==> src/design/rpb_pkg.sv <==
package rpb_pkg;

    typedef logic [7:0] t_chan;

    localparam t_chan CH_MAX    = 8'hFF;
    localparam t_chan CH_MIN    = 8'h00;
    localparam int    MUL_SHIFT = 8;
    localparam int    NUM_CH    = 4;
    localparam int    ALPHA_IDX = 3;

    typedef enum logic [2:0] {
        BM_ALPHA    = 3'd0,
        BM_REPLACE  = 3'd1,
        BM_ADD      = 3'd2,
        BM_SUBTRACT = 3'd3,
        BM_MULTIPLY = 3'd4,
        BM_LIGHTEN  = 3'd5,
        BM_DARKEN   = 3'd6,
        BM_SCREEN   = 3'd7
    } t_blend_mode;

    // (a*b) >> 8, so full scale times full scale gives 254
    function automatic t_chan ch_mul(input t_chan a, input t_chan b);
        logic [15:0] p;
        p = a * b;
        return p[MUL_SHIFT +: 8];
    endfunction

    // sum saturating at full scale
    function automatic t_chan ch_add(input t_chan a, input t_chan b);
        logic [8:0] s;
        s = {1'b0, a} + {1'b0, b};
        return s[8] ? CH_MAX : s[7:0];
    endfunction

    // difference clamped at zero
    function automatic t_chan ch_sub(input t_chan a, input t_chan b);
        return (a > b) ? t_chan'(a - b) : CH_MIN;
    endfunction

    // one output channel; is_alpha selects the alpha-channel variant
    function automatic t_chan blend_ch(input t_blend_mode mode, input t_chan dc,
                                       input t_chan sc, input t_chan sa,
                                       input logic is_alpha);
        t_chan src_term;
        t_chan r;
        src_term = is_alpha ? sa : ch_mul(sc, sa);
        unique case (mode)
            BM_ALPHA:    r = ch_add(ch_mul(dc, CH_MAX - sa), src_term);
            BM_REPLACE:  r = src_term;
            BM_ADD:      r = is_alpha ? dc : ch_add(dc, src_term);
            BM_SUBTRACT: r = is_alpha ? dc : ch_sub(dc, src_term);
            BM_MULTIPLY: r = ch_mul(sc, dc);
            BM_LIGHTEN:  r = (sc > dc) ? sc : dc;
            BM_DARKEN:   r = (sc < dc) ? sc : dc;
            BM_SCREEN:   r = ch_add(ch_mul(dc, CH_MAX - (is_alpha ? sa : sc)), src_term);
        endcase
        return r;
    endfunction

endpackage

==> src/design/rgba_pixel_blend_unit.sv <==
// RGBA8 pixel blend, eight modes selected by the blend_mode register.
// Pipeline: input register, blend logic with 8x8 multipliers per channel,
// result register.
// Throughput: one pixel per cycle while i_out_stall is low; the input register refills as the result register loads.
// Reset (synchronous, active low): both stages empty, blend_mode = replace.
module rgba_pixel_blend_unit (
    input  logic           i_clk,
    input  logic           i_rst_n,
    input  logic           i_cfg_we,
    input  logic [2:0]     i_cfg_data,
    input  logic           i_in_valid,
    output logic           o_in_stall,
    input  rpb_pkg::t_chan i_dst_r,
    input  rpb_pkg::t_chan i_dst_g,
    input  rpb_pkg::t_chan i_dst_b,
    input  rpb_pkg::t_chan i_dst_a,
    input  rpb_pkg::t_chan i_src_r,
    input  rpb_pkg::t_chan i_src_g,
    input  rpb_pkg::t_chan i_src_b,
    input  rpb_pkg::t_chan i_src_a,
    output logic           o_out_valid,
    input  logic           i_out_stall,
    output rpb_pkg::t_chan o_out_r,
    output rpb_pkg::t_chan o_out_g,
    output rpb_pkg::t_chan o_out_b,
    output rpb_pkg::t_chan o_out_a
);
    import rpb_pkg::*;

    t_blend_mode r_mode;
    logic        r_in_valid;
    logic        r_out_valid;
    t_chan       r_dst [NUM_CH];
    t_chan       r_src [NUM_CH];
    t_chan       r_out [NUM_CH];
    t_chan       n_out [NUM_CH];
    logic        n_in_valid;
    logic        n_out_valid;
    logic        out_ready;
    logic        in_ready;
    logic        in_xfer;

    // mode register
    always_ff @(posedge i_clk) begin
        if (!i_rst_n) begin
            r_mode <= BM_REPLACE;
        end else if (i_cfg_we) begin
            r_mode <= t_blend_mode'(i_cfg_data);
        end
    end

    // pipeline flow control
    assign out_ready  = !r_out_valid || !i_out_stall;
    assign in_ready   = !r_in_valid || out_ready;
    assign o_in_stall = !in_ready;
    assign in_xfer    = i_in_valid && in_ready;

    always_comb begin
        n_in_valid  = in_xfer ? 1'b1 : (out_ready ? 1'b0 : r_in_valid);
        n_out_valid = out_ready ? r_in_valid : r_out_valid;
    end

    always_ff @(posedge i_clk) begin
        if (!i_rst_n) begin
            r_in_valid  <= 1'b0;
            r_out_valid <= 1'b0;
        end else begin
            r_in_valid  <= n_in_valid;
            r_out_valid <= n_out_valid;
        end
    end

    // input register
    always_ff @(posedge i_clk) begin
        if (in_xfer) begin
            r_dst[0] <= i_dst_r;
            r_dst[1] <= i_dst_g;
            r_dst[2] <= i_dst_b;
            r_dst[3] <= i_dst_a;
            r_src[0] <= i_src_r;
            r_src[1] <= i_src_g;
            r_src[2] <= i_src_b;
            r_src[3] <= i_src_a;
        end
    end

    // per-channel blend; channel 3 is alpha
    always_comb begin
        for (int i = 0; i < NUM_CH; i++) begin
            n_out[i] = blend_ch(r_mode, r_dst[i], r_src[i], r_src[ALPHA_IDX],
                                (i == ALPHA_IDX));
        end
    end

    // result register
    always_ff @(posedge i_clk) begin
        if (out_ready && r_in_valid) begin
            r_out <= n_out;
        end
    end

    assign o_out_valid = r_out_valid;
    assign o_out_r     = r_out[0];
    assign o_out_g     = r_out[1];
    assign o_out_b     = r_out[2];
    assign o_out_a     = r_out[3];

endmodule

==> config.mk <==
export PLATFORM = sky130hd
export DESIGN_NAME = rgba_pixel_blend_unit
export DESIGN_NICKNAME = d
export VERILOG_FILES = /design/src/design/rpb_pkg.sv /design/src/design/rgba_pixel_blend_unit.sv
export SDC_FILE = /design/constraint.sdc
export NUM_CORES = 2
export LEC_CHECK = 0
export BUFFER_PORTS_ARGS = -buffer_cell sky130_fd_sc_hd__buf_4
export CAP_MARGIN = 20
export CORE_MARGIN = 3
export CORE_UTILIZATION = 60
export CTS_CLUSTER_DIAMETER = 50
export CTS_CLUSTER_SIZE = 25
export DETAILED_ROUTE_END_ITERATION = 12
export PLACE_DENSITY = 0.8
export SETUP_SLACK_MARGIN = 0.2
export SYNTH_ARGS = -nofsm -noshare
export SYNTH_HDL_FRONTEND = slang
export SYNTH_SLANG_ARGS = --single-unit
==> constraint.sdc <==
create_clock -name i_clk -period 8.8 [get_ports i_clk]
set_input_delay 0.44 -clock i_clk [delete_from_list [all_inputs] [get_ports i_clk]]
set_output_delay 0.44 -clock i_clk [all_outputs]
set_load 0.005 [all_outputs]
==> impl_metrics.py <==
metrics = {
    "routing": {
        "dr.pass1.iters": 6,
        "vias": 29800,
        "wl_met1_um": 38700,
        "drt_iter0_markers": 2714,
        "finalWirelength_um": 101000,
        "wl_met2_um": 45300,
        "post-route-drc-count": 0,
        "top_layer": "met4",
        "wl_per_cell_um": 20.2,
        "routed-wl-met3_um": 11000,
        "postRouteAntennaNets": 0,
        "vias_per_cell": 5.98,
    },
    "logic_synthesis": {
        "synth_area_leaders": "fa_1 (28%), ha_1 (23%), inv_1 (8.5%)",
        "synth-adder-area-share_pct": 51.2,
        "ys_warn_count": 0,
        "synth_area_um2": 35500,
        "yosys.area_share.simple_pct": 14.5,
        "synth-compound-area-share_pct": 10.2,
        "synthXorXnorAreaFrac_pct": 4.16,
        "ys_seq_elements": 101,
        "synth_top_family_by_area": "adder cells",
        "synthArstFlopShare_pct": 0,
        "avgSynthCellArea_um2": 8.43,
        "synth_seq_area_share_pct": 8.41,
        "synthMuxAreaShare_pct": 0.910,
        "syn_inst": 4205,
        "synth_fp_nets": 5423,
        "synth.distinct_cells": 91,
        "synth-edff-count": 96,
        "synth_top_area_cell": "fa_1",
        "synth-main-ff-cell": "edfxtp_1",
        "synth_top_cell_area_share_pct": 28.4,
    },
    "worst_setup_path": {
        "critPathLaunchType": "flip-flop",
        "slowest_delay_ns": 0.77,
        "timing.critical_path.mode_cell": "fa_1",
        "critPathSlowestCell": "edfxtp_1",
        "worstPathRequired_ns": 8.93,
        "worstPathArrival_ns": 8.01,
        "cp_max_fo": 14,
        "crit_path_end_kind": "flip-flop",
        "crit_buf_inv": 3,
        "crit_type": "reg -> reg",
        "crit_family": "adder cells",
    },
    "cts": {
        "cts_tree": "yes",
        "cts.sinks": 101,
        "clockRootBuffer": "clkbuf_16",
        "cts_max_path_buffers": 2,
        "numCtsBuffers": 9,
        "postCtsHoldBufs": 0,
        "postCtsSetupBuffers": 0,
        "htreeDepth": 3,
        "clk_transition_reported_paths_ns": 0.09,
        "insertion_delay_ns": 0.43,
        "ctsResizeCount": 0,
    },
    "cells_and_area": {
        "layout-drive-gt1-share_pct": 5.75,
        "area_growth_pct": 5.61,
        "post-route-util_pct": 64.4,
        "final_nets": 5440,
    },
    "timing": {
        "setup-violations-final": 0,
        "hold_violations": 0,
        "grt_setup_unrepaired": "no",
        "setup_ws_ns": 0.921,
        "finalCritPeriodShare_pct": 89.5,
        "fmax_ghz": 0.127,
        "fin_crit_ns": 7.88,
        "clock_skew_ns": 0.0180,
        "tightestPinTransition_ns": 1.12,
        "max_slew_margin_pct": 25.4,
        "drv_slew": 0,
        "timing.hold.ws_ns": 0.179,
        "fin_tns_setup_ns": 0,
    },
    "pwr": {
        "vdd_ir_drop_max_mv": 0.333,
        "power.total_uw": 11000,
        "power.leakage_uw": 0.0196,
        "powerDensity_nw_per_um2": 294,
    },
    "status": {
        "status": "completed",
    },
    "global_routing": {
        "grt_pass1_vias": 30700,
        "grt_pass1_wl_um": 163000,
        "grt_start_max_net_pins": 65,
        "grt_usage_pct": 33.1,
        "overflow": 0,
        "antenna_found_initial": 1,
    },
    "min_path": {
        "hold_class": "in -> reg",
    },
    "floorplan": {
        "pin_count": 106,
        "initial_core_util_pct": 61.0,
        "die_h_um": 249,
        "die_width_um": 249,
        "die_area_um2": 62100,
        "core_area_um2": 58100,
        "fp-row-count": 88,
    },
    "placement": {
        "portBuffers": 105,
        "globalplace.congestion": 0.982,
        "dp_slack_ns": 1.14,
        "dp_hpwl_um": 76400,
    },
    "job": {
        "drv_cap": 0,
    },
}
## Yosys cell counts (5+ instances only)
master / count
a21o_1: 37
or3_1: 12
o21a_1: 25
buf_2: 9
a221oi_1: 11
a21oi_1: 155
a211oi_1: 15
nand2_1: 382
mux2i_1: 30
clkinv_1: 10
and2_1: 14
xnor2_1: 109
nor4_1: 10
nor2b_1: 39
o22ai_1: 12
o31ai_1: 11
xor2_1: 52
nor3_1: 28
o211ai_1: 12
a22oi_1: 9
or2_2: 6
nor2_1: 609
nand3_1: 28
fa_1: 503
o21ai_0: 101
clkbuf_1: 147
o31a_1: 5
inv_1: 801
o2111ai_1: 5
edfxtp_1: 96
nand4b_1: 7
o221ai_1: 7
ha_1: 643
a21boi_0: 5
and3_1: 17
a222oi_1: 6
nand2b_1: 26
a2111oi_0: 8
nand4_1: 20
o21bai_1: 32
a211o_1: 8
dfxtp_1: 5
a32oi_1: 16
buf_1: 24
a31oi_1: 13
## routing by layer
layer / track usage [%] / vias up
li1: - / 13400
met1: 43.0 / 14400
met2: 52.3 / 1629
met3: 7.00 / 385
met4: 17.1 / 0
met5: 0 / -
## layout make-up
class | instances | area (um2)
Fill cell | 4849 | 20700
Clock buffer | 12 | 256
Sequential cell | 101 | 2980
Clock inverter | 4 | 31.3
Multi-Input combinational cell | 3108 | 28800
Inverter | 814 | 3060
Timing Repair Buffer | 188 | 1420
Antenna cell | 1 | 2.50
Tap cell | 765 | 957
## cells in the final DEF, fill, tap and decap left out, drive strengths merged, types with 13 or more instances in the layout
| cell type | netlist | layout |
|---|---|---|
| a211oi | 15 | 15 |
| a21o | 37 | 37 |
| a21oi | 155 | 155 |
| a31oi | 13 | 13 |
| a32oi | 16 | 16 |
| and2 | 14 | 14 |
| and3 | 17 | 17 |
| buf | 35 | 188 |
| clkinv | 10 | 14 |
| edfxtp | 96 | 96 |
| fa | 503 | 503 |
| ha | 643 | 643 |
| inv | 804 | 804 |
| mux2i | 30 | 30 |
| nand2 | 382 | 382 |
| nand2b | 26 | 26 |
| nand3 | 28 | 28 |
| nand4 | 20 | 20 |
| nor2 | 609 | 609 |
| nor2b | 39 | 39 |
| nor3 | 28 | 28 |
| o211ai | 13 | 13 |
| o21a | 25 | 25 |
| o21ai | 105 | 105 |
| o21bai | 32 | 32 |
| xnor2 | 112 | 112 |
| xor2 | 53 | 53 |
## worst paths after layout
kind | slack [ns] | end | from | depth (start not counted)
worst min-delay path | 0.18 | r_src[1][5] | i_src_g[5] | 1
worst min register to register | 0.52 | o_out_valid | r_in_valid | 2
worst max-delay path | 0.92 | o_out_g[4] | r_src[1][2] | 26
worst max register to register | 0.92 | o_out_g[4] | r_src[1][2] | 26
## report_power, final
group | switching, uW | total, uW | internal (uW) | leakage [uW]
logic | 5690 | 9840 | 4150 | 0.0185
clock network | 248 | 458 | 210 | 0.000143
registers | 66.0 | 705 | 639 | 0.000969
total | 6000 | 11000 | 5000 | 0.0196
## cell families (layout without fill, tap and decap cells)
| family | Yosys count | in the layout |
|---|---|---|
| other | 0 | 1 |
| muxes | 32 | 32 |
| and+or+nand+nor | 1218 | 1218 |
| adders and majority gates | 1150 | 1150 |
| xor gates and xnor gates | 165 | 165 |
| DFF | 101 | 101 |
| buffers and inverters | 996 | 1018 |
| AOI/OAI and AO/OA | 543 | 543 |
## per-stage QoR
step	std cells	cell area (um2)
after floorplan	4205	35500
after global placement	4975	37200
after detailed placement	4976	37200
after CTS	4992	37500
after global routing	4993	37500
final	4993	37500
## flip-flops by register name, indices dropped and copies added (netlist names)
signal       flops
r_src           32
o_out_b          8
r_in_valid       1
o_out_valid      1
o_out_r          8
r_mode           3
o_out_g          8
o_out_a          8
r_dst           32
No activity file was read; power rests on OpenSTA's default activity.
